--- config.mk ---
export PLATFORM = sky130hd
export DESIGN_NAME = mmpcm_front
export DESIGN_NICKNAME = d
export VERILOG_FILES = /design/src/rtl/core/mmpcm_pkg.sv /design/src/rtl/core/mmpcm_front.sv
export SDC_FILE = /design/constraint.sdc
export NUM_CORES = 1
export LEC_CHECK = 0
export BUFFER_PORTS_ARGS = -buffer_cell sky130_fd_sc_hd__buf_2
export CAP_MARGIN = 5
export CELL_PAD_IN_SITES_DETAIL_PLACEMENT = 1
export CELL_PAD_IN_SITES_GLOBAL_PLACEMENT = 1
export CORE_ASPECT_RATIO = 1.4
export CORE_MARGIN = 3
export CORE_UTILIZATION = 35
export DETAILED_ROUTE_END_ITERATION = 12
export PLACE_DENSITY_LB_ADDON = 0.1
export SYNTH_ARGS = -nofsm -noshare
export SYNTH_HDL_FRONTEND = slang
export SYNTH_SLANG_ARGS = --single-unit
--- constraint.sdc ---
create_clock -name clk -period 3.9 [get_ports clk]
set_input_delay 0.78 -clock clk [delete_from_list [all_inputs] [get_ports clk]]
set_output_delay 0.78 -clock clk [all_outputs]
set_load 0.01 [all_outputs]
--- src/rtl/core/mmpcm_pkg.sv ---
// ----------------------------------------------------------------------------
// mmpcm_pkg
// shared types and constants of the min/max palette color mapper
// ----------------------------------------------------------------------------
`timescale 1ns / 1ps

package mmpcm_pkg;

	// operation codes carried in tuser
	typedef enum logic [1:0] {
		OP_WRITE = 2'd0,
		OP_SCAN  = 2'd1,
		OP_MAP   = 2'd2,
		OP_NONE  = 2'd3
	} op_t;

	// configuration register indexes
	localparam logic CFG_COLOR_LEVELS = 1'b0;
	localparam logic CFG_GRAY_MODE    = 1'b1;

	localparam logic [7:0] LEVELS_RESET = 8'd255;
	localparam logic [7:0] GRAY_LEVELS  = 8'd255;

	localparam int PALETTE_ENTRIES = 256;
	localparam int PAL_AW          = $clog2(PALETTE_ENTRIES);

	// front to back queue, depth a power of two
	localparam int QUEUE_DEPTH = 2;
	localparam int QPTR_W      = $clog2(QUEUE_DEPTH);
	localparam int QCNT_W      = $clog2(QUEUE_DEPTH + 1);

	// one queued job: a palette write or a map with its offset and span
	typedef struct packed {
		logic               is_map;
		logic signed [32:0] num;
		logic signed [32:0] span;
		logic [7:0]         pal_index;
		logic [23:0]        rgb;
	} q_entry_t;

	// queue status seen by the front end and the back end
	typedef struct packed {
		logic full;
		logic empty;
	} q_status_t;

endpackage

--- src/rtl/core/mmpcm_front.sv ---
// ----------------------------------------------------------------------------
// mmpcm_front
// accepts input words, tracks the frame range and queues writes and maps
// ----------------------------------------------------------------------------
`timescale 1ns / 1ps

module mmpcm_front import mmpcm_pkg::*; (
	input  logic         clk,
	input  logic         arst_n,
	input  logic         in_valid,
	output logic         in_ready,
	input  logic [1:0]   operation,
	input  logic [31:0]  sample,
	input  logic         first_in_frame,
	input  logic [7:0]   palette_index,
	input  logic [23:0]  rgb,
	input  q_status_t    q_status,
	output logic         push,
	output q_entry_t     push_data
);

	logic signed [31:0] range_low_q;
	logic signed [31:0] range_high_q;
	logic               accept;
	logic signed [32:0] x_ext;
	op_t                op;

	assign in_ready = !q_status.full;
	assign accept   = in_valid && in_ready;
	assign op       = op_t'(operation);
	assign x_ext    = {sample[31], sample};

	// classify the word: writes and maps go to the back end
	always_comb begin
		push                = accept && (op == OP_WRITE || op == OP_MAP);
		push_data.is_map    = (op == OP_MAP);
		push_data.num       = x_ext - {range_low_q[31], range_low_q};
		push_data.span      = {range_high_q[31], range_high_q} - {range_low_q[31], range_low_q};
		push_data.pal_index = palette_index;
		push_data.rgb       = rgb;
	end

	// running minimum and maximum
	always_ff @(posedge clk or negedge arst_n) begin
		if (!arst_n) begin
			range_low_q  <= '0;
			range_high_q <= '0;
		end else if (accept && op == OP_SCAN) begin
			if (first_in_frame) begin
				range_low_q  <= $signed(sample);
				range_high_q <= $signed(sample);
			end else begin
				if ($signed(sample) > range_high_q) begin
					range_high_q <= $signed(sample);
				end
				if ($signed(sample) < range_low_q) begin
					range_low_q <= $signed(sample);
				end
			end
		end
	end

endmodule

[After elaboration in Yosys (flattened, before gate mapping)]
Index checks and enable logic that the tools add are counted.
Storage, ports and cells
  logic and storage cells: 22
  flip-flop bits (word level): 64
  output and inout port bits: 101
  bits of input ports: 72
Cells by class
  mux-type cells: 4
  eq/ne operators: 2
  add/sub/neg operators: 2
  reduce and logical (&&, ||, !) cells: 10
  order comparisons: 2
Operators by type and width (count)
  $mux 32: 4
  $sub 32x32->33: 2
  $gt 32x32->1: 1
  $lt 32x32->1: 1
  $reduce_and 2->1: 2
  $reduce_bool 2->1: 2
  $logic_and 1x1->1: 3
  $eq 2x1->1 const B: 1
  $eq 2x2->1 const B: 1
  $logic_not 2->1: 1
  $logic_not 1->1: 1
  $logic_or 1x1->1: 1

[Longest topological paths before layout]
  word-level depth: 4
  gate-level depth with buffers: 12
  gate-level depth less buffers: 11

[Worst setup path before layout]
OpenSTA, ideal clock, no wires.
  kind: input -> output
  start point: in sample[9]
  end point: out push_data[88] (netlist name)
  arrival: 2.773 ns
  buffers on the path: 0
  path slack: 0.347 ns
  stages on the path: 9
  data required time: 3.120 ns
  cell sequence: ha_1 and3_1 nand2_1 o211ai_1 a2111oi_0 o21ai_1 a211oi_1 nor3b_1 a311o_1
RTL lines
  from (decl): RTL line mmpcm_front.sv:13  | input logic [31:0] sample,
  to (decl): RTL line mmpcm_front.sv:19  | output q_entry_t push_data

==> impl_metrics.tcl <==
set metrics [dict create \
    outcome "finished with violations" \
    violations "negative setup slack" \
    synth_edf_count 0 \
    ys.flop_type "dfrtp_1" \
    worst_slack_ns -0.1497 \
    rsz0062_at_grt "true" \
    finalCritPeriodShare_pct 103.8 \
    timing.final.hold_violations 0 \
    critPathRequiredTime_ns 3.12 \
    wl_per_cell_um 19.86 \
    final_common_cell "buf_4" \
    drtPass1Iterations 4 \
    cts-root-buf "clkbuf_16" \
    setup_viol 4 \
    worst_pin_slew_ns 0.6633 \
    avgViaCountPerCell 5.593 \
    cts_made_buffers 9 \
    reg2reg_slack_ns 0.82 \
    timing_worst_setup_path_type "flip-flop to output port" \
    drc 0 \
    yosysTopAreaCell "dfrtp_1" \
    core_um2 21360 \
    ys_ff_latch 64 \
    row_count 63 \
    drtAntennaViolNets 0 \
    drive_gt1_share_pct 30.33 \
    fmax_mhz 246.9 \
    synth_area_um2 7656 \
    cts_tree "built" \
    grt_pass1_vias 8245 \
    clk_latency_ns 0.35 \
    die_w_um 131 \
    cp_cell_sequence "ha_4 -> fa_2 -> and2b_2 -> o2111ai_4 -> a21oi_4 -> nor2_2 -> o311a_4 -> or3_4 -> a211o_1 -> nand3_1 -> buf_2" \
    seq_area_frac_synth_pct 20.92 \
    synthTopCellsByArea "dfrtp_1, ha_1, mux2_1, o311ai_1, xnor2_1" \
    cp_slowest_cell "dfrtp_1" \
    dr.first_iter.drc_count 323 \
    synth_cells 940 \
    multi_input_area_um2 5918 \
    p_total_mw 9.779 \
    nFillCells 2606 \
    portBuffers 107 \
    grt_pass1_wl_mm 43.59 \
    antenna_found_initial 1 \
    worst-path-buf-inv 1 \
    clock_skew_ns 0.003816 \
    maxSlewViolCount 0 \
    hpwl_mm 21.56 \
    seq_area_um2 1602 \
    grt_overflow_total 0 \
    synthArstFlopShare_pct 100.0 \
    startpoint_type "flip-flop" \
    cpPeakStageDelay_ns 0.42 \
    arrival_ns 3.27 \
    ir_drop_mv 0.3649 \
    period_needed_ns 4.050 \
    cp_max_fo 3 \
    grtUsageTotal_pct 23.38 \
    synth_top_area_share_pct 20.92 \
    clock-sinks 64 \
    io_pins 173 \
    vias 7847 \
    layout.nets 1277 \
    gp_congestion 0.9100 \
    power_density_nw_per_um2 973.6 \
    path_clk_slew_ns 0.06 \
    postCtsHoldBufs 0 \
    syn-num-nets 1111 \
    die_y_um 181.0 \
    start_util_pct 35.84 \
    end_kind "output port" \
    antennaDiodeCount 0 \
    grt_max_degree 65 \
    cts_max_level 3 \
    p_leak_nw 4.665 \
    layout_common_cells "buf_4, buf_2, ha_1" \
    clockBufferDepth 2 \
    crit_family "compound AO/OA/AOI/OAI gates" \
    timing.slew.headroom_pct 54.64 \
    hold_path.class "input port to asynchronous set/reset pin" \
    area_growth_pct 31.20 \
    syn_area_per_cell_um2 8.145 \
    cap_violations 0 \
    dieArea_um2 23710 \
    holdWs_ns 0.2064 \
    ys_types 70 \
    drt-total-wl_mm 27.87 \
    yosysWarnings 0 \
]
==> power breakdown <==
group,switching (mW),total (mW),internal (mW)
sequential,0.179,1.11,0.926
clock,0.350,0.839,0.490
combinational,4.38,7.83,3.45
total,4.91,9.78,4.87
==> path summary, 6_finish.rpt <==
path / end / startpoint / cells past startpoint
worst min-delay path: range_low_q[1] / arst_n / 1
min in group clk: range_low_q[31] / range_low_q[31] / 1
worst min register to register: range_low_q[31] / range_low_q[31] / 1
max in group asynchronous: range_high_q[19] / arst_n / 2
worst max-delay path: push_data[54] / range_low_q[0] / 11
worst max register to register: range_low_q[7] / range_low_q[1] / 15
==> state kept, by name (all words and copies together) (netlist names) <==
| signal | flops |
|---|---|
| range_low_q | 32 |
| range_high_q | 32 |
==> cell usage after synthesis (11+ instances only) <==
| master | n |
|---|---|
| o21a_1 | 13 |
| nor3_1 | 11 |
| mux2_1 | 29 |
| clkbuf_1 | 35 |
| nand4_1 | 46 |
| o21ai_0 | 39 |
| ha_1 | 97 |
| nand2b_1 | 13 |
| a21oi_1 | 56 |
| a21o_1 | 43 |
| nor2_1 | 82 |
| nand3_1 | 18 |
| xnor2_1 | 37 |
| a31oi_1 | 38 |
| o311ai_1 | 37 |
| nand2_1 | 33 |
| dfrtp_1 | 64 |
| buf_4 | 35 |
| inv_1 | 86 |
==> stage by stage <==
stage | area, um^2 | util (%) | instances | TNS [ns] | worst slack (ns)
floorplan | 7656 | - | 940 | 0 | 0.3472
global route | 10040 | 47.02 | 1403 | -1.019 | -0.2395
finish | 10040 | 47.02 | 1403 | -0.3234 | -0.1497
CTS | 9603 | 44.95 | 1395 | -0.3618 | -0.1403
global placement | 8952 | 41.91 | 1367 | -2.276 | -0.3416
detailed placement | 8952 | 41.91 | 1367 | -2.906 | -0.4161
==> cells by family (layout without fill, tap and decap cells) <==
| family | Yosys count | in the layout | synth area share, % |
|---|---|---|---|
| AOI/OAI and AO/OA | 293 | 293 | 26.80 |
| and+or+nand+nor | 247 | 247 | 16.38 |
| buffers and inverters | 159 | 330 | 9.560 |
| adders and majority gates | 99 | 99 | 16.38 |
| DFF | 64 | 64 | 20.92 |
| xor gates and xnor gates | 45 | 45 | 5.148 |
| muxes | 33 | 33 | 4.821 |
==> cell type report <==
| cell class | count | share of cell area (%) |
|---|---|---|
| sequential | 64 | 15.94 |
| clock inverter | 7 | 0.6228 |
| inverter | 86 | 3.264 |
| multi-input combinational | 717 | 58.92 |
| clock buffer | 9 | 2.242 |
| timing repair buffer | 228 | 15.37 |
| tap | 292 | 3.637 |
==> layer usage <==
metal  share of wire (%)  vias to the layer above  GRT usage [%]  wire length (um)
li1                    -                     3806              -                 -
met1                  40                     3870          26.83             11190
met2                  53                      119          43.23             14900
met3                 2.5                       50          2.573               694
met4                 3.8                        2          8.851              1065
met5               0.047                        -              0                13
==> what timing repair did <==
action | 4_1_cts | 5_1_grt
resized for setup | 56 | 72
buffers inserted | 15 | 10
endpoints found under the setup margin | 29 | 25
pin swaps | 27 | 50
Note: power is estimated with default switching activity, not from simulation.
