`src/rtl/core/mmpcm_pkg.sv`:
```
// ----------------------------------------------------------------------------
// mmpcm_pkg
// shared types and constants of the min/max palette color mapper
// ----------------------------------------------------------------------------
`timescale 1ns / 1ps

package mmpcm_pkg;

	// operation codes carried in tuser
	typedef enum logic [1:0] {
		OP_WRITE = 2'd0,
		OP_SCAN  = 2'd1,
		OP_MAP   = 2'd2,
		OP_NONE  = 2'd3
	} op_t;

	// configuration register indexes
	localparam logic CFG_COLOR_LEVELS = 1'b0;
	localparam logic CFG_GRAY_MODE    = 1'b1;

	localparam logic [7:0] LEVELS_RESET = 8'd255;
	localparam logic [7:0] GRAY_LEVELS  = 8'd255;

	localparam int PALETTE_ENTRIES = 256;
	localparam int PAL_AW          = $clog2(PALETTE_ENTRIES);

	// front to back queue, depth a power of two
	localparam int QUEUE_DEPTH = 2;
	localparam int QPTR_W      = $clog2(QUEUE_DEPTH);
	localparam int QCNT_W      = $clog2(QUEUE_DEPTH + 1);

	// one queued job: a palette write or a map with its offset and span
	typedef struct packed {
		logic               is_map;
		logic signed [32:0] num;
		logic signed [32:0] span;
		logic [7:0]         pal_index;
		logic [23:0]        rgb;
	} q_entry_t;

	// queue status seen by the front end and the back end
	typedef struct packed {
		logic full;
		logic empty;
	} q_status_t;

endpackage

```
`src/rtl/core/mmpcm_queue.sv`:
```
// ----------------------------------------------------------------------------
// mmpcm_queue
// short fifo of jobs between the front end and the back end
// ----------------------------------------------------------------------------
`timescale 1ns / 1ps

module mmpcm_queue import mmpcm_pkg::*; (
	input  logic      clk,
	input  logic      arst_n,
	input  logic      push,
	input  q_entry_t  push_data,
	input  logic      pop,
	output q_status_t status,
	output q_entry_t  head
);

	q_entry_t            slot_q [QUEUE_DEPTH];
	logic [QPTR_W-1:0]   wr_ptr_q;
	logic [QPTR_W-1:0]   rd_ptr_q;
	logic [QCNT_W-1:0]   count_q;

	assign status.full  = (count_q == QCNT_W'(QUEUE_DEPTH));
	assign status.empty = (count_q == '0);
	assign head         = slot_q[rd_ptr_q];

	// entry storage
	always_ff @(posedge clk) begin
		if (push) begin
			slot_q[wr_ptr_q] <= push_data;
		end
	end

	// pointers and fill count
	always_ff @(posedge clk or negedge arst_n) begin
		if (!arst_n) begin
			wr_ptr_q <= '0;
			rd_ptr_q <= '0;
			count_q  <= '0;
		end else begin
			if (push) begin
				wr_ptr_q <= wr_ptr_q + 1'b1;
			end
			if (pop) begin
				rd_ptr_q <= rd_ptr_q + 1'b1;
			end
			if (push && !pop) begin
				count_q <= count_q + 1'b1;
			end else if (pop && !push) begin
				count_q <= count_q - 1'b1;
			end
		end
	end

endmodule

```
`config.mk`:
```
export PLATFORM = sky130hd
export DESIGN_NAME = mmpcm_queue
export DESIGN_NICKNAME = d
export VERILOG_FILES = /design/src/rtl/core/mmpcm_pkg.sv /design/src/rtl/core/mmpcm_queue.sv
export SDC_FILE = /design/constraint.sdc
export NUM_CORES = 1
export LEC_CHECK = 0
export BUFFER_PORTS_ARGS = -buffer_cell sky130_fd_sc_hd__clkbuf_2
export CORE_MARGIN = 2
export CORE_UTILIZATION = 57
export CTS_CLUSTER_SIZE = 8
export DETAILED_ROUTE_END_ITERATION = 10
export GPL_TIMING_DRIVEN = 0
export PLACE_DENSITY = 0.85
export SETUP_SLACK_MARGIN = 0.5
export SLEW_MARGIN = 20
export SYNTH_ARGS = -nofsm -noshare
export SYNTH_HDL_FRONTEND = slang
export SYNTH_SLANG_ARGS = --single-unit
```
`constraint.sdc`:
```
create_clock -name clk -period 13.1 [get_ports clk]
set_input_delay 3.93 -clock clk [delete_from_list [all_inputs] [get_ports clk]]
set_output_delay 3.93 -clock clk [all_outputs]
set_load 0.02 [all_outputs]
```
* Word level (Yosys, flattened, before mapping)
Memories as Yosys holds them, arrays and structs flattened. Cells that the tools add are included.
Cells by class: $add $sub $neg 4, shift operators 0, divide/modulo/power cells 0, equal/unequal tests 1, bitwise operators 0, magnitude comparators 0, multiply operators 0, mux-type cells 4, reductions and logical operators 6
Operators with widths (count):
- $mux 2 | 2
- $add 1x1->1 const B | 2
- $add 2x1->2 const B | 1
- $eq 2x2->1 const B | 1
- $logic_and 1x1->1 | 2
- $logic_not 1->1 | 2
- $logic_not 2->1 | 1
- $mux 1 | 2
- $reduce_bool 2->1 | 1
- $sub 2x1->2 const B | 1
Word-level totals: latch bits 0, ROM bits 0, RAM bits 198, memories kept 1, logic and storage cells 19, bits of input ports 103, bits in registers 4
Memory list:
- slot_q | words 2, bits a word 99, read ports 1, clocked after memory_dff 0, wr ports 1, line mmpcm_queue.sv:17 | q_entry_t slot_q [QUEUE_DEPTH];

* Depth between registers and ports, before layout
Gate-level depths: netlist (run 1).
word-level depth 4, mapped depth 5

* Worst setup path before layout (run 1)
Ideal clock, no wire load.
path type input -> register, start in push, end mem slot_q[0][0] (netlist bit) (enable), setup time 569 ps, arrival time 8239 ps, setup slack 4291 ps, cell stages on the path 1, required time 12531 ps, cell sequence nor2b_1
On the way: longest elaborated chain between the ends 2
RTL lines:
- start: declaration | line mmpcm_queue.sv:10 | input logic push,
- $mux 1 | line mmpcm_queue.sv:28 | if (push) begin
- $mux 1 (implied by the code) | line mmpcm_queue.sv:29 | slot_q[wr_ptr_q] <= push_data;
- end: declaration | line mmpcm_queue.sv:17
Every way passes these cells.

==> out/summary.txt, run 1 <==
status -> complete, no violations
number of port buffers -> 203
Die H -> 121 um
clock network latency to the later pin of the worst-skew pair -> 0.52 ns
DRT iter0 DRCs -> 179
largest net degree at the start of global routing -> 44
number of H-tree levels -> 1
top-level I/O count -> 204
R2R Setup Slk -> 11.57 ns
antenna violations before repair -> 0
Initial Util -> 58.7%
syn avg cell area -> 24.2 sq um
HP Class -> reg2reg
WL/cell -> 18.6 um
largest cells by area after synthesis -> edfxtp_1, mux2_4, buf_12, dfrtp_1, xor2_1
Post-Layout Cell Count -> 752
Layout area overhead -> 27.7%
CTS buffer count -> 29
GPL Wtd Cong -> 0.732
first-pass GRT wire length -> 21.3 mm
Fmax achieved -> 175 MHz
Crit Path Max Fanout -> 10
routed vias -> 3864
#FFs+latches synth -> 202
CTS Hold Bufs -> 0
Reg clk slew, reported paths -> 0.05 ns
total power -> 0.00238 W
Tcrit/Tclk final -> 43.6%
Final setup viols -> 0
Req. time, crit path -> 9.17 ns
die width -> 121 um
startpoint types -> register
CP Capture Type -> output pin
fin. max-slew vios -> 0
All-Layer GR Usage -> 19.1%
synth warn -> 0
CTS tree -> built
drt via density -> 5.14
Setup TNS Final -> 0 ns
Clock Skew -> 0.0167 ns
PD cells -> 238 nW/um^2
Reg-to-Reg Start -> wr_ptr_q$_DFFE_PN0P_
Mapped Nets -> 428
cell area after synthesis -> 7830 sq um
row count -> 42
Cell variety after synth -> 12
CTS Root Cell -> clkbuf_16
RSZ-0062 raised after global routing -> no
cell taking the most area after synthesis -> edfxtp_1
Critical Path AT -> 1.78 ns
setup fix buffers added after clock tree synthesis -> 0
Seq/Total Area, Yosys -> 77.2%
Max Cap Violations -> 0
LEAKAGE -> 4.15 nW
Slew HR -> 75.7%
nets -> 668
deepest clock path buffer count -> 3
share of layout cells above drive strength 1 -> 61.1%
min cycle time layout -> 5.71 ns
TritonRoute pass-1 iters -> 4
Worst Min Path Start -> count_q[1]$_DFFE_PN0P_
post-synth top area share -> 75.9%
Post-DRT Antenna Nets -> 0
DRC -> 0
critical path launch point -> rd_ptr_q$_DFFE_PN0P_
area of the core -> 13300 sq um
vias in the first global route -> 4097
Synth Instances -> 324
CTS Sinks -> 202
Worst Tran Pin Value -> 0.363 ns
critical path class -> reg2out
die area -> 14700 sq um
GRT overflow -> 0
Max VDD drop -> 184 uV
Inst Count DP -> 709
post-CTS resize count -> 0
ANT cells -> 0
WL final -> 14.0 mm
final hold vios -> 0
hpwl dp -> 9.59 mm
-- power breakdown --
part / leakage (nW) / total (W) / internal (W) / switching (W)
Sequential: 1.90 / 0.000893 / 0.000859 / 0.0000345
Clock: 0.380 / 0.000639 / 0.000399 / 0.000240
Combinational: 1.87 / 0.000849 / 0.000401 / 0.000448
Total: 4.15 / 0.00238 / 0.00166 / 0.000722
-- logic make-up after synthesis --
kind of cell               synth area share (%)
adders and majority gates                 0.160
buffers and inverters                      2.75
DFF                                        77.2
muxes                                      19.0
and+or+nand+nor                           0.336
xor gates and xnor gates                  0.559
-- synth_stat cells --
master    count
buf_12       10
ha_1          1
mux2_4       99
nor2b_1       2
xor2_1        4
inv_1         1
xnor2_1       1
and2_1        1
buf_6         1
dfrtp_1       4
nor2_1        2
edfxtp_1    198
-- layout make-up --
cell class	instances	area (sq um)
sequential	202	6050
fill	774	3350
multi-input combinational	110	1580
timing repair buffer	209	1150
clock buffer	41	771
tap	176	220
buffer	11	211
clock inverter	2	17.5
inverter	1	3.75
-- critical path, cell delays in order (launching register included) --
cell	delay, ns
dfrtp_1	0.34
buf_6	0.25
buf_12	0.19
mux2_4	0.30
clkbuf_2	0.17
-- final timing paths --
kind,endpoint,cells past startpoint
worst max-delay path,head[56],4
worst min-delay path,count_q[1]$_DFFE_PN0P_,1
worst max register to register,slot_q[0][98]$_DFFE_PP_,3
worst min register to register,count_q[1]$_DFFE_PN0P_,1
max in group asynchronous,wr_ptr_q$_DFFE_PN0P_,1
min in group asynchronous,rd_ptr_q$_DFFE_PN0P_,1
-- layer usage --
| metal | share of wire, % | global-route usage (%) |
|---|---|---|
| met4 | 2.5 | 6.75 |
| met5 | 0 | 0 |
| met2 | 53 | 34.0 |
| met3 | 6.8 | 4.46 |
| met1 | 38 | 22.9 |
-- cells in the final DEF (no fill, tap or decap), types with 2 or more instances in the layout --
cell type	count
buf_12	14
buf_16	2
clkbuf_1	12
clkbuf_16	29
clkbuf_2	203
dfrtp_1	4
edfxtp_1	198
mux2_4	99
nor2_1	2
xor2_1	4
-- sequential cells by signal, indices dropped and copies added, names as in the netlist --
name	count
slot_q	198
wr_ptr_q	1
rd_ptr_q	1
count_q	2
-- per-stage QoR --
step / hold WS (ns) / worst slack, ns / cell area, sq um / util (%)
floorplan: 0.455 / 4.29 / 7830 / -
global placement: 0.469 / 2.12 / 9070 / 67.9
detailed placement: 0.477 / 7.90 / 9210 / 69.0
CTS: 0.489 / 7.34 / 10000 / 74.9
global route: 0.524 / 7.32 / 10000 / 74.9
finish: 0.490 / 7.39 / 10000 / 74.9
(Power assumes the default switching activity.)
==> run 2, diff against run 1 <==
- CORE_UTILIZATION: 57 -> 47
- PLACE_DENSITY: 0.85 -> 0.75
- clock period: 13.1 -> 4.8 ns (I/O delays scaled with it)
==> run 2 against run 1 <==
Net effect:
- combinational power increased to 2.7 times the previous value
- largest cell class unchanged
- first-iteration DRC count increased by 34%
- sequential power increased to 2.7 times the previous value
- critical path depth unchanged
- clock skew decreased by 0.0062 ns
- design area increased by 0.38%
- register-to-register slack got worse by 8.5 ns
==> out/summary.txt, run 2 (synthesis results as in run 1) <==
Max stage delay on crit path -> 0.33 ns (about the same)
GRT overflow -> 0 (unchanged)
PD cells -> 646 nW/um^2 (+170%)
row count -> 47 (+12%)
WL/cell -> 17.6 um (-5.6%)
HP Class -> reg2reg
critical path's slowest cell -> dfrtp_1
number of H-tree levels -> 1 (unchanged)
top-level I/O count -> 204 (unchanged)
Crit Path Max Fanout -> 10 (unchanged)
share of layout cells above drive strength 1 -> 61.1% (about the same)
Layout area overhead -> 28.2%
ANT cells -> 0 (unchanged)
Setup TNS Final -> 0 ns (unchanged)
Post-DRT Antenna Nets -> 0 (unchanged)
sequence of cells on the critical path -> buf_6 > buf_12 > mux2_4 > clkbuf_2
CTS tree -> built
post-CTS resize count -> 0 (unchanged)
die width -> 133 um (+9.8%)
LEAKAGE -> 4.14 nW (-0.19%)
CTS Sinks -> 202 (unchanged)
Initial Util -> 47.7% (-11 points)
CTS Root Cell -> clkbuf_16
All-Layer GR Usage -> 15.6% (-3.6 points)
Die H -> 133 um (+9.8%)
CTS Hold Bufs -> 0 (unchanged)
min cycle time layout -> 3.21 ns
CTS buffer count -> 29 (unchanged)
first-pass GRT wire length -> 21.5 mm (+0.81%)
Fin Hold WS -> 0.491 ns (+0.000987 ns)
delay-heaviest family, CP -> buffers and inverters
drt via density -> 4.81 (-6.3%)
filler cell count -> 1204 (+56%)
Seq pwr share -> 37.6% (about the same)
number of port buffers -> 203 (unchanged)
combinational group share of total power -> 35.6% (about the same)
RSZ-0062 raised after global routing -> no
Max VDD drop -> 389 uV (+110%)
max FFs per register -> 198 (unchanged)
Final setup viols -> 0 (unchanged)
final setup margin -> 1.59 ns (-5.80 ns)
hpwl dp -> 9.42 mm (-1.8%)
Critical Path AT -> 1.77 ns (about the same)
Layout Cell Area excl Fill -> 10000 sq um (+0.38%)
routed vias -> 3818 (-1.2%)
antenna violations before repair -> 0 (unchanged)
Int Pwr -> 0.00452 W (+170%)
most common cell after layout, fill and taps aside -> clkbuf_2
TritonRoute pass-1 iters -> 4 (unchanged)
Max Cap Violations -> 0 (unchanged)
Fmax achieved -> 312 MHz
Setup WS pre-CTS -> 1.88 ns (-6.03 ns)
die area -> 17700 sq um (+21%)
clock network latency to the later pin of the worst-skew pair -> 0.50 ns (-0.02 ns)
Critical path buffers and inverters -> 3 (unchanged)
final hold vios -> 0 (unchanged)
Req. time, crit path -> 3.36 ns (-5.81 ns)
CP Capture Type -> output pin
fin. max-slew vios -> 0 (unchanged)
WL final -> 13.9 mm (-0.48%)
DRT iter0 DRCs -> 240 (+34%)
GPL Wtd Cong -> 0.703 (-4.0%)
NetSw -> 0.00196 W (+170%)
Reg with most FFs -> slot_q
vias in the first global route -> 4245 (+3.6%)
startpoint types -> register
dpl cell area -> 9260 sq um (+0.54%)
Tcrit/Tclk final -> 66.8%
Switching Share -> 30.2% (-0.073 points)
Clock Skew -> 0.0105 ns (-0.00624 ns)
Worst Tran Pin Value -> 0.668 ns (+0.305 ns)
nets -> 667 (-0.15%)
status -> complete, no violations
largest net degree at the start of global routing -> 55 (+25%)
area of the core -> 16400 sq um (+23%)
Slew HR -> 55.5% (-20 points)
Largest regs -> slot_q: 198 flops, count_q: 2 flops
deepest clock path buffer count -> 3 (unchanged)
commonest cells after routing, fill and taps aside -> clkbuf_2, edfxtp_1, mux2_4
critical path class -> reg2out
DRC -> 0 (unchanged)
Reg clk slew, reported paths -> 0.05 ns (about the same)
clock power share -> 26.7% (about the same)
setup fix buffers added after clock tree synthesis -> 0 (unchanged)
## run 2: power groups by stage
stage | sequential (W) | combinational (W) | clock (W)
after floorplan | 0.00247 | 0.00170 | 0
after global placement | 0.00249 | 0.00224 | 0
after detailed placement | 0.00247 | 0.00235 | 0
after CTS | 0.00244 | 0.00235 | 0.00178
after global routing | 0.00246 | 0.00244 | 0.00184
final | 0.00244 | 0.00231 | 0.00173
## run 2: final cells by class
class	count	area (sq um)	share of cell area (%)
plain buffers	11	211	2.11
clock buffers	40	767	7.64
clock inverters	1	8.76	0.0873
inverters	1	3.75	0.0374
multi-input cells	110	1580	15.7
flip-flops and latches	202	6050	60.2
well taps	220	275	2.74
repair buffers	208	1150	11.4
## run 2: routing by layer
| layer | share of wire, % | up-vias | track usage, % | wire [um] |
|---|---|---|---|---|
| met5 | 0 | - | 0 | 0 |
| li1 | - | 1761 | - | - |
| met2 | 51 | 166 | 27.2 | 7130 |
| met4 | 1.9 | 0 | 5.91 | 261 |
| met1 | 38 | 1864 | 18.0 | 5360 |
| met3 | 8.5 | 27 | 4.83 | 1190 |
## run 2: worst paths after layout
path	start	endpoint	slack, ns	depth (start not counted)
setup / recovery	rd_ptr_q$_DFFE_PN0P_	head[58]	1.59	4
hold / removal	count_q[1]$_DFFE_PN0P_	count_q[1]$_DFFE_PN0P_	0.49	1
setup reg to reg	wr_ptr_q$_DFFE_PN0P_	slot_q[1][79]$_DFFE_PP_	3.06	2
hold reg to reg	count_q[1]$_DFFE_PN0P_	count_q[1]$_DFFE_PN0P_	0.49	1
max in group asynchronous	arst_n	count_q[0]$_DFFE_PN0P_	3.94	1
min in group asynchronous	arst_n	count_q[1]$_DFFE_PN0P_	0.74	1
## run 2: per-stage QoR
stage / utilization (%) / std cells / total power [W]
after floorplan: - / 324 / 0.00416
after global placement: 55.6 / 747 / 0.00473
after detailed placement: 56.4 / 752 / 0.00482
after CTS: 61.2 / 793 / 0.00657
after global routing: 61.2 / 793 / 0.00674
final: 61.2 / 793 / 0.00648
